[src/sv/gsbs_pkg.sv]
// Package for the greedy separated best-subset unit.
// Holds store geometry, field widths, the stored entry type and the compare-unit result.
// No dependencies.
`default_nettype none

package gsbs_pkg;

  localparam int LIST_DEPTH = 64;
  localparam int IDX_W      = $clog2(LIST_DEPTH);
  localparam int CNT_W      = $clog2(LIST_DEPTH + 1);

  localparam int POS_W   = 20;
  localparam int SCORE_W = 32;
  localparam int TAG_W   = 16;
  localparam int SEP_W   = 10;

  typedef struct packed {
    logic [POS_W-1:0]          pos;
    logic signed [SCORE_W-1:0] score;
    logic [TAG_W-1:0]          tag;
  } entry_t;

  localparam int ENTRY_W = $bits(entry_t);

  // Verdict of the shared compare unit for one stored entry.
  typedef struct packed {
    logic keep;    // entry stays alive after the window test
    logic better;  // entry beats the best seen so far in this pass
  } cmp_res_t;

endpackage

`default_nettype wire

[src/sv/gsbs_cmp.sv]
// Shared compare unit: window suppression test and best-score compare for one entry.
// Depends on gsbs_pkg.
`default_nettype none

module gsbs_cmp (
  input  wire gsbs_pkg::entry_t               entry,
  input  wire logic                           alive,
  input  wire logic [gsbs_pkg::SEP_W-1:0]     sep,
  input  wire logic                           prev_vld,
  input  wire logic [gsbs_pkg::POS_W-1:0]     prev_pos,
  input  wire logic                           best_found,
  input  wire logic signed [gsbs_pkg::SCORE_W-1:0] best_score,
  output gsbs_pkg::cmp_res_t                  res
);

  logic [gsbs_pkg::POS_W:0] p_plus_sep;
  logic [gsbs_pkg::POS_W:0] prev_plus_sep;
  logic                     in_window;

  // prev - sep <= p <= prev + sep, kept non-negative by moving sep across
  assign p_plus_sep    = {1'b0, entry.pos} + (gsbs_pkg::POS_W+1)'(sep);
  assign prev_plus_sep = {1'b0, prev_pos} + (gsbs_pkg::POS_W+1)'(sep);
  assign in_window     = (p_plus_sep >= {1'b0, prev_pos}) &&
                         ({1'b0, entry.pos} <= prev_plus_sep);

  always_comb begin
    res.keep   = alive && !(prev_vld && in_window);
    res.better = res.keep && (!best_found || (entry.score > best_score));
  end

endmodule

`default_nettype wire

[config.mk]
export PLATFORM = sky130hd
export DESIGN_NAME = gsbs_cmp
export DESIGN_NICKNAME = d
export VERILOG_FILES = /design/src/sv/gsbs_pkg.sv /design/src/sv/gsbs_cmp.sv
export SDC_FILE = /design/constraint.sdc
export NUM_CORES = 1
export LEC_CHECK = 0
export BUFFER_PORTS_ARGS = -buffer_cell sky130_fd_sc_hd__clkbuf_2
export CAP_MARGIN = 25
export CORE_ASPECT_RATIO = 0.7
export CORE_UTILIZATION = 50
export DETAILED_ROUTE_END_ITERATION = 8
export GPL_TIMING_DRIVEN = 0
export PLACE_DENSITY = 0.82
export SLEW_MARGIN = 20
export SYNTH_ARGS = -nofsm -noshare
export SYNTH_HDL_FRONTEND = slang
export SYNTH_SLANG_ARGS = --single-unit
[constraint.sdc]
create_clock -name vclk -period 12.27
set_clock_uncertainty 0.1 [all_clocks]
set_input_delay 2.454 -clock vclk [all_inputs]
set_output_delay 2.454 -clock vclk [all_outputs]
set_load 0.05 [all_outputs]
# After elaboration in Yosys (flattened, before gate mapping)
# Cells that the tools add are included.
[word_totals]
output_inout_bits = 2
word_cells = 12
reg_bits = 0
inputBits = 133
[classes]
n_lt_le_gt_ge = 3
n_addsub = 2
n_reduce_logical = 7
[ops]
columns = ["operator", "n"]
rows = [
  ["adder 20 x 10 -> 21 bit", 2],
  ["> comparator 32 bit", 1],
  [">= comparator 21 x 20 -> 1 bit", 1],
  ["<= comparator 20 x 21 -> 1 bit", 1],
  ["logical AND 1 bit", 4],
  ["logical NOT 1 bit", 2],
  ["logical OR 1 bit", 1],
]

# Logic depth before layout (Yosys ltp)
[logic_depth]
ltp_word = 7
mapped_depth = 20

# Least setup slack after synthesis
# No wires, ideal clock.
[synth_path]
path_kind = "input to output"
start = "input port entry[52] in the netlist's numbering"
end = "output port res[0] in the netlist's numbering"
path_stages = 15
path_buffers = 0
t_arrival_ps = 6161
path_slack_ps = 3555
cell_sequence = "ha_1 a21o_1 a21o_1 a21o_1 a221o_1 a311o_1 and2_1 xor2_1 ha_1 a21o_1 a211oi_1 o21ai_0 a221oi_1 a211o_1 and3_1"
[synth_rtl]
columns = ["element", "line_no", "text"]
rows = [
  ["from (decl)", "gsbs_cmp.sv:6", "input wire gsbs_pkg::entry_t entry,"],
  ["to (decl)", "gsbs_cmp.sv:13", "output gsbs_pkg::cmp_res_t res"],
]

==> impl_metrics.tcl <==
set metrics [dict create \
    multi_input_area_um2 2710 \
    max_freq_mhz 112.0 \
    slew_violations 0 \
    holdWs_ns 5.353 \
    p_int_mw 0.07318 \
    routed_via_density 5.401 \
    syn-cell-area_um2 2954 \
    power.density_nw_per_um2 43.07 \
    synthCells 402 \
    synth.top_cells.by_count "ha_1 (92), inv_1 (62), a21oi_1 (37), nand2_1 (31), xnor2_1 (28)" \
    arrival_ns 6.38 \
    path_max_fanout 4 \
    power_mw 0.1569 \
    grt_max_degree 7 \
    coreArea_um2 5698 \
    crit_chain "clkbuf_2, ha_1, a21o_1, a21oi_1, o21a_1, nor3_1, a211oi_1, o21ai_1, nand4_1, xnor2_1, ha_1, nand4_1, nor3_1, nand2_1, o21a_1, o2111a_1, a211o_1, and3_1, clkbuf_2" \
    clkbuf_count 0 \
    synth_cell_types 45 \
    grt_pass1_vias 2833 \
    design.seq.count 0 \
    netSwitchingPower_mw 0.08374 \
    start_kind "input pin" \
    drive_gt1_share_pct 24.18 \
    setup_tns_ns 0 \
    rsz0062_at_grt "false" \
    hold_viol 0 \
    power.leakage_nw 2.120 \
    antenna_cells 0 \
    setup_violations 0 \
    drtAntennaViolNets 0 \
    syn_area_per_cell_um2 7.348 \
    ys_warn_count 0 \
    wl_per_cell_um 12.97 \
    synth_nets 629 \
    whs_path_depth 4 \
    syn2layout_area_growth_pct 23.34 \
    routed_wl_um 7728 \
    port_buffers 119 \
    drtIter0Drc 187 \
    max_stage_delay_ns 0.45 \
    crit_slowest_cell "o21ai_1" \
    synth_most_common_cell "ha_1" \
    die_y_um 66.31 \
    finalCritPeriodShare_pct 72.78 \
    end_kind "output pin" \
    antenna_found_initial 0 \
    place.gp.congestion 0.8972 \
    start_util_pct 51.84 \
    cp.required_ns 9.72 \
    status "completed" \
    drtPass1Iterations 5 \
    netlist.top_cell.by_area "ha_1" \
    num-fill-cells 524 \
    hold_class "in2out" \
    critical_path_class "in2out" \
    relSlewSlack_pct 66.73 \
    cts_setup_buffers 0 \
    chipWidth_um 93.87 \
    dieArea_um2 6225 \
    grt_first_pass_wirelength_um 12340 \
    ios 135 \
    clkPwrFrac_pct 0 \
    overflow 0 \
    seqPwrFrac_pct 0 \
    cap_violations 0 \
    track_usage_pct 24.18 \
    yosysSeqAreaShare_pct 0 \
    vdd_drop_max_uv 17.11 \
    yosysTopAreaCellShare_pct 38.97 \
    cts_resized 0 \
    switching_share_pct 53.37 \
    synth_area_leaders "ha_1 (39%), xnor2_1 (8.3%), inv_1 (7.9%)" \
    seqCellArea_um2 0 \
    power_frac_comb_pct 100.0 \
    hpwl_um 7165 \
    cts_hold_buf 0 \
    row_count 23 \
    tightest_slew_ns 0.4961 \
    via_count 3219 \
    drc 0 \
    period_minus_slack_ns 8.930 \
    layout.nets 750 \
]
## cell type report
class | count | share of cell area (%)
inverters | 65 | 6.696
multi-input cells | 337 | 74.38
well taps | 75 | 2.576
repair buffers | 119 | 16.35
## through the flow
| step | worst slack [ns] | util [%] | instance area, um2 | instances |
|---|---|---|---|---|
| floorplan | 3.555 | - | 2954 | 402 |
| global placement | 3.477 | 63.94 | 3643 | 596 |
| detailed placement | 3.396 | 63.94 | 3643 | 596 |
| CTS | 3.382 | 63.94 | 3643 | 596 |
| global route | 3.001 | 63.94 | 3643 | 596 |
| finish | 3.340 | 63.94 | 3643 | 596 |
## placed cells by master (no fill, tap or decap), types with 4 or more instances in the layout
cell | netlist | final
a21o_1 | 14 | 14
xnor2_1 | 28 | 28
nor4_1 | 5 | 5
o21a_1 | 4 | 4
ha_1 | 92 | 92
nor2b_1 | 5 | 5
and3_1 | 7 | 7
xor2_1 | 8 | 8
nand2b_1 | 4 | 4
o21ai_0 | 15 | 15
inv_1 | 62 | 62
clkbuf_2 | 0 | 119
nor2_1 | 12 | 12
a21oi_1 | 37 | 37
o21ai_1 | 5 | 5
nor3_1 | 8 | 8
nand3_1 | 12 | 12
nand2_1 | 31 | 31
nand4_1 | 10 | 10
a211oi_1 | 4 | 4
## critical path, delay by kind of cell
kind	cells	cell delay, ns
adders and majority gates	2	0.56
AOI/OAI and AO/OA	8	1.71
xor gates and xnor gates	1	0.15
buffers and inverters	2	0.34
and+or+nand+nor	6	1.15
## cell families (layout without fill, tap and decap cells)
| family | count (synthesis) | count (layout) | share of synthesized area (%) |
|---|---|---|---|
| XOR/XNOR | 36 | 36 | 10.67 |
| buffers and inverters | 65 | 184 | 8.259 |
| AND/OR/NAND/NOR | 105 | 105 | 18.04 |
| AO/OA/AOI/OAI | 102 | 102 | 22.70 |
| adder cells (fa/ha/maj) | 94 | 94 | 40.32 |
## path summary, 6_finish.rpt
kind / startpoint / end / slack [ns]
max: sep[1] / res[0] / 3.34
min: prev_vld / res[1] / 5.35
## power by group through the flow
stage / Clock [mW] / Sequential (mW) / Combinational, mW
after detailed placement: 0 / 0 / 0.154
final: 0 / 0 / 0.157
after global placement: 0 / 0 / 0.149
after floorplan: 0 / 0 / 0.106
after CTS: 0 / 0 / 0.156
after global routing: 0 / 0 / 0.178
## layer usage
metal | GRT usage (%) | vias to the layer above | wire length [um]
met1 | 36.79 | 1422 | 3937
met2 | 38.78 | 101 | 3311
met3 | 1.149 | 10 | 422
met4 | 0.9615 | 0 | 57
met5 | 0 | - | 0
li1 | - | 1686 | -
(Power assumes the default switching activity.)
