File: config.mk
export PLATFORM = sky130hd
export DESIGN_NAME = gsbs_ram
export DESIGN_NICKNAME = d
export VERILOG_FILES = /design/src/sv/gsbs_ram.sv
export SDC_FILE = /design/constraint.sdc
export NUM_CORES = 1
export LEC_CHECK = 0
export ABC_AREA = 0
export BUFFER_PORTS_ARGS = -buffer_cell sky130_fd_sc_hd__buf_2
export CAP_MARGIN = 40
export CORE_MARGIN = 5
export CORE_UTILIZATION = 40
export DETAILED_ROUTE_END_ITERATION = 6
export PLACE_DENSITY = 0.51
export SYNTH_ARGS = -nofsm -noshare
export SYNTH_HDL_FRONTEND = slang
export SYNTH_SLANG_ARGS = --single-unit
File: constraint.sdc
create_clock -name clk -period 3.2 [get_ports clk]
set_input_delay 0.96 -clock clk [delete_from_list [all_inputs] [get_ports clk]]
set_output_delay 0.96 -clock clk [all_outputs]
set_load 0.01 [all_outputs]
File: src/sv/gsbs_ram.sv
// Generic single-write, single-read RAM with registered read data.
// No dependencies.
`default_nettype none

module gsbs_ram #(
  parameter int WIDTH = 8,
  parameter int DEPTH = 64
) (
  input  wire logic                     clk,
  input  wire logic                     wr_en,
  input  wire logic [$clog2(DEPTH)-1:0] wr_addr,
  input  wire logic [WIDTH-1:0]         wr_data,
  input  wire logic                     rd_en,
  input  wire logic [$clog2(DEPTH)-1:0] rd_addr,
  output logic      [WIDTH-1:0]         rd_data
);

  logic [WIDTH-1:0] mem [DEPTH];

  always_ff @(posedge clk) begin
    if (wr_en) begin
      mem[wr_addr] <= wr_data;
    end
    if (rd_en) begin
      rd_data <= mem[rd_addr];
    end
  end

endmodule

`default_nettype wire

Word level (Yosys, flattened, before mapping)
Memory sizes are Yosys's and may differ from the RTL's. A register that Yosys moved wholly into a read port is not among the register bits.
Cells that the tools add are included.
{"block": "classes", "n_mux": 2}
{"op": "two-way mux 1 bit", "n": 2}
{"block": "word_totals", "mem_bits_rw": 512, "input_bits": 23, "reg_bits": 0, "n_memories": 1}
{"name": "mem", "words": 64, "word_bits": 8, "read_ports": 1, "rd_clocked_by_memory_dff": 1, "wr": 1, "line_no": "18", "source": "logic [WIDTH-1:0] mem [DEPTH];"}

Depth between registers and ports, before layout
Gate-level depths: netlist of run 1.
{"block": "logic_depth", "depth_word": 2, "depth_mapped": 9, "ltp_nobuf": 5}

Worst setup path after synthesis of run 1
OpenSTA, ideal clock, no wires.
{"block": "synth_path", "kind": "input port to flip-flop", "from": "input rd_addr[1]", "to": "register rd_data[3] (read register of mem) (data pin)", "arrival_time_ps": 2500, "n_path_buf": 3, "setup_ps": 266, "stages": 7, "required_time_ps": 2934, "path_slack_ps": 434, "path_cell_list": "buf_4 -> buf_2 -> buf_2 -> mux4_2 -> mux4_2 -> o21ai_1 -> o41ai_1"}
{"item": "start, declared", "line_no": "14", "source": "input wire logic [$clog2(DEPTH)-1:0] rd_addr,"}
{"item": "end, declared", "line_no": "15", "source": "output logic [WIDTH-1:0] rd_data"}

==> results of run 1 <==
## registers in the layout (all words and copies together), names as in the netlist
signal	flops
rd_data	8
mem	512
## routing by layer
metal,vias to the layer above,global-route usage,routed length [um]
met5,-,0,20
li1,4291,-,-
met3,67,0.0337,2810
met1,5276,0.252,21500
met4,2,0.0439,1070
met2,261,0.279,23100
## placed cells by master, fill, tap and decap left out, drive strengths merged, types with 3 or more instances in the layout
master,synthesis,routed
nand2,19,19
a211oi,4,4
nand3,13,13
a22oi,3,3
o22ai,8,8
edfxtp,520,520
clkbuf,17,72
nor3,7,7
nand2b,7,7
mux2i,23,23
mux4,126,126
a21oi,3,3
a221oi,6,6
mux2,13,13
nor2,83,83
o21ai,4,4
o2111ai,3,3
nor2b,14,14
o221ai,8,8
nand3b,3,3
bufinv,0,3
clkinv,0,25
buf,34,167
o2bb2ai,3,3
## stage by stage
stage | area (um^2) | total power (W) | utilization | hold slack, ps | worst slack [ps]
finish | 23900 | 0.0143 | 0.477 | 763 | 463
global route | 23900 | 0.0148 | 0.477 | 723 | 244
CTS | 23900 | 0.0145 | 0.477 | 716 | 420
detailed placement | 22200 | 0.00853 | 0.443 | 941 | -217
global placement | 22200 | 0.00852 | 0.443 | 916 | -153
floorplan | 20200 | 0.00811 | - | 797 | 434
## cells by family (layout without fill, tap and decap cells)
family / after synthesis / count (layout) / synth area share
buffers and inverters: 51 / 270 / 0.0156
flip-flops: 520 / 520 / 0.771
multiplexers: 162 / 162 / 0.159
AND/OR/NAND/NOR: 153 / 153 / 0.0337
AO/OA/AOI/OAI: 54 / 54 / 0.0206
other: 0 / 2 / 0
## cell type report
class	count	area, um^2
tap	672	841
sequential	520	15600
timing repair buffer	168	1430
fill	4249	26200
clock inverter	31	228
multi-input combinational	369	4320
antenna	2	5.00
clock buffer	71	1440
## critical path: cells and delay by family
| kind | cells | cell delay (ps) |
|---|---|---|
| AOI/OAI and AO/OA | 2 | 760 |
| buffers and inverters | 4 | 1000 |
| muxes | 1 | 300 |
## where the power goes
group	switching [W]	internal (W)
clock	0.00251	0.00340
sequential	0.0000208	0.00755
combinational	0.000458	0.000334
total	0.00299	0.0113
## path summary, 6_finish.rpt
path | startpoint | to | cells past startpoint | slack (ps)
max | rd_addr[1] | rd_data[3]$_DFFE_PP_ | 7 | 460
max reg2reg | mem[3][3]$_DFFE_PP_ | rd_data[3]$_DFFE_PP_ | 5 | 1020
min | wr_data[7] | mem[33][7]$_DFFE_PP_ | 1 | 760
min reg2reg | mem[31][4]$_DFFE_PP_ | rd_data[4]$_DFFE_PP_ | 3 | 950
==> flow_summary.yaml, run 1 <==
clock_tree:
  cts_tree: "yes"
  clock_latency_ps: 590
  postCtsSetupBuffers: 0
  cts_resized: 0
  clock_path_buffers: 3
  numCtsBuffers: 55
  cts.sinks: 520
  path_clk_slew_ps: 60
  root_buffer: "clkbuf_16"
  cts_hold_buf: 0
  htree_levels: 2
worst_setup_path:
  startpoint_type: "input port"
  worst-path-max-fanout: 32
  crit_type: "input port to register"
  crit_chain: "buf_4 > buf_12 > buf_12 > mux4_2 > a2111oi_0 > buf_4 > o41ai_1"
  arrival_ps: 3070
  max_stage_delay_ps: 690
  cp_slowest_cell: "a2111oi_0"
  cp-end-kind: "register"
  required_ps: 3530
timing:
  worstMarginPinSlew_ps: 754
  finClkSkew_ps: 24.7
  finalSetupViolations: 0
  max_freq_ghz: 0.365
  finalSetupTns_ps: 0
  drv_slew: 0
  hold_viol: 0
  period_share: 0.855
  rsz0062_at_grt: "no"
  finalCriticalPeriod_ps: 2740
  max_slew_margin: 0.497
global_routing:
  grt_max_degree: 65
  gr-total-overflow: 0
  antenna_found_initial: 2
  grt_use_total: 0.175
  grt_pass1_wl_um: 71600
  grt_pass1_vias: 10300
detailed_routing:
  dr.pass1.iters: 5
  drt_first_iter_violations: 812
  wirelength_um: 48500
  vias_per_cell: 5.40
  drc_errors: 0
  wl_per_cell_um: 26.5
  drtAntennaViolNets: 0
  vias: 9897
layout:
  drive_gt1_frac: 0.330
  layout.nets: 1137
  area_growth_pct: 17.9
  layout.cells.non_filler: 1833
logic_synthesis:
  synth-seq-cells: 520
  syn_avg_cell_area_um2: 21.5
  synthTopCellsByCount: "edfxtp_1, mux4_2, nor2_1, mux2i_1, nand2_1"
  synth_top_area_share: 0.771
  yosysSeqAreaShare: 0.771
  synth_cell_types: 39
  synthFlopType: "edfxtp_1"
  synthesis.area_mm2: 0.0202
  async_flop_share: 0
  netlist.top_cell.by_area: "edfxtp_1"
  synth_edf_count: 520
  syn_inst: 940
  synth_most_common_cell: "edfxtp_1"
  synth.area.top_cells: "edfxtp_1, mux4_2, nor2_1"
  yosysWarnings: 0
  syn-num-nets: 963
die:
  die_h_um: 235
  die_w_um: 235
  dieArea_mm2: 0.0552
  core_area_mm2: 0.0501
  num_rows: 82
  start_util: 0.404
  io_pins: 31
placed_design:
  place_hpwl_um: 31700
  gp_congestion: 0.803
  dp.cells: 1729
  io_buffers: 30
hold_path:
  holdCritPathClass: "input port to register"
pwr:
  power_density_mw_per_mm2: 598
  power.leakage_nw: 7.69
  ir_drop_v: 0.000468
flow_run:
  maxCapViolCount: 0
outcome:
  outcome: "completed"
Power figures use the tool's default switching activity.
==> inputs of run 2 (changes only) <==
--- a/config.mk
+++ b/config.mk
@@ -11,7 +11,6 @@
 export CORE_MARGIN = 5
 export CORE_UTILIZATION = 40
 export DETAILED_ROUTE_END_ITERATION = 6
-export PLACE_DENSITY = 0.51
 export SYNTH_ARGS = -nofsm -noshare
 export SYNTH_HDL_FRONTEND = slang
 export SYNTH_SLANG_ARGS = --single-unit
==> flow_summary.yaml, run 2 (synthesis gave the netlist of run 1 again) <==
clock_tree:
  clock_latency_ps: 590
  numCtsBuffers: 51
  root_buffer: "clkbuf_16"
  cts_hold_buf: 0
  postCtsSetupBuffers: 0
  clock_path_buffers: 3
  path_clk_slew_ps: 70
  cts.sinks: 520
  cts_resized: 0
  cts_tree: "yes"
  htree_levels: 2
worst_setup_path:
  crit_type: "input port to register"
  cp_num_buf_inv: 3
  startpoint_type: "input port"
  required_ps: 3530
  crit_chain: "clkbuf_8 > buf_12 > buf_4 > mux4_2 > nor2b_1 > a2111oi_0 > o41ai_1"
  arrival_ps: 2890
  max_stage_delay_ps: 550
  worst-path-max-fanout: 13
  path_delay_family: "compound AO/OA/AOI/OAI gates"
  cp-end-kind: "register"
  cp_slowest_cell: "mux4_2"
die:
  die_h_um: 235
  core_area_mm2: 0.0501
  start_util: 0.404
  dieArea_mm2: 0.0552
  num_rows: 82
  io_pins: 31
  die_w_um: 235
placed_design:
  io_buffers: 30
  place_hpwl_um: 29600
  gp_congestion: 0.792
detailed_routing:
  wl_per_cell_um: 25.0
  vias_per_cell: 5.37
  wirelength_um: 45500
  drtAntennaViolNets: 0
  vias: 9781
  drt_first_iter_violations: 962
  met2_length_um: 22000
  drc_errors: 0
  top_layer_used: "met5"
  dr.pass1.iters: 5
  met3_length_um: 2730
  wl_met1_um: 19300
layout:
  top_regs: "mem (512), rd_data (8)"
  largest_reg_flops: 512
  final_common_cell: "edfxtp_1"
  drive_gt1_frac: 0.332
  layout.nets: 1129
  final_cell_mix: "edfxtp_1, mux4_2, buf_4"
  area_growth_pct: 17.4
  antennaDiodeCount: 0
  regMostFlops: "mem"
timing:
  drv_slew: 0
  finClkSkew_ps: 24.2
  finalSetupTns_ps: 0
  max_slew_margin: 0.461
  worstMarginPinSlew_ps: 809
  max_freq_ghz: 0.392
  finalSetupViolations: 0
  period_share: 0.798
  rsz0062_at_grt: "no"
  finalCriticalPeriod_ps: 2550
  hold_viol: 0
global_routing:
  grt_pass1_vias: 10200
  grt_use_total: 0.164
  antenna_found_initial: 1
  grt_pass1_wl_um: 67900
  grt_max_degree: 65
  gr-total-overflow: 0
pwr:
  ir_drop_v: 0.000426
  total_power_w: 0.0143
  power_density_mw_per_mm2: 604
  power.leakage_nw: 7.66
flow_run:
  maxCapViolCount: 0
outcome:
  outcome: "completed"
hold_path:
  holdCritPathClass: "input port to register"
## run 2: cell types whose count changed in the layout (fill, tap and decap cells not counted), sizes merged
cell	change
clkbuf	-5
diode	-2
clkinv	-6
bufinv	+4
buf	-4
## run 2: power by group
part	switching [W]	internal, W
combinational	0.000440	0.000307
sequential	0.0000198	0.00755
clock	0.00247	0.00356
total	0.00293	0.0114
## run 2: final cells by class
type / instances / area (um^2)
clock inverters: 29 / 335
fillers: 4137 / 26300
flip-flops and latches: 520 / 15600
multi-input cells: 369 / 4320
clock buffers: 66 / 1350
repair buffers: 164 / 1310
well taps: 672 / 841
## run 2: through the flow
step            util  hold slack, ps  area (um^2)  setup WS [ps]  std cells
6_report       0.475             726        23800            646       1820
5_1_grt        0.475             730        23800            533       1820
4_1_cts        0.475             707        23800            653       1820
3_5_place_dp   0.441             911        22100           20.4       1725
3_3_place_gp   0.441             929        22100           65.3       1725
2_1_floorplan      -             797        20200            434        940
## run 2: worst paths after layout
path / start / endpoint / slack (ps) / cells after the start
max: rd_addr[0] / rd_data[5]$_DFFE_PP_ / 650 / 7
min: wr_data[6] / mem[2][6]$_DFFE_PP_ / 730 / 1
max reg2reg: mem[28][4]$_DFFE_PP_ / rd_data[4]$_DFFE_PP_ / 1080 / 5
min reg2reg: mem[7][7]$_DFFE_PP_ / rd_data[7]$_DFFE_PP_ / 910 / 4
## run 2: metal layers
metal | GRT usage | vias to the layer above
met5 | 0 | -
met4 | 0.0556 | 2
met3 | 0.0353 | 80
met2 | 0.263 | 270
met1 | 0.226 | 5158
li1 | - | 4271
## run 2: worst reg2reg max path: stages (launching register included)
cell      delay, ps
edfxtp_1        360
mux4_2          460
mux2_2          270
o221a_2         280
nor3_1          350
o32ai_1         140
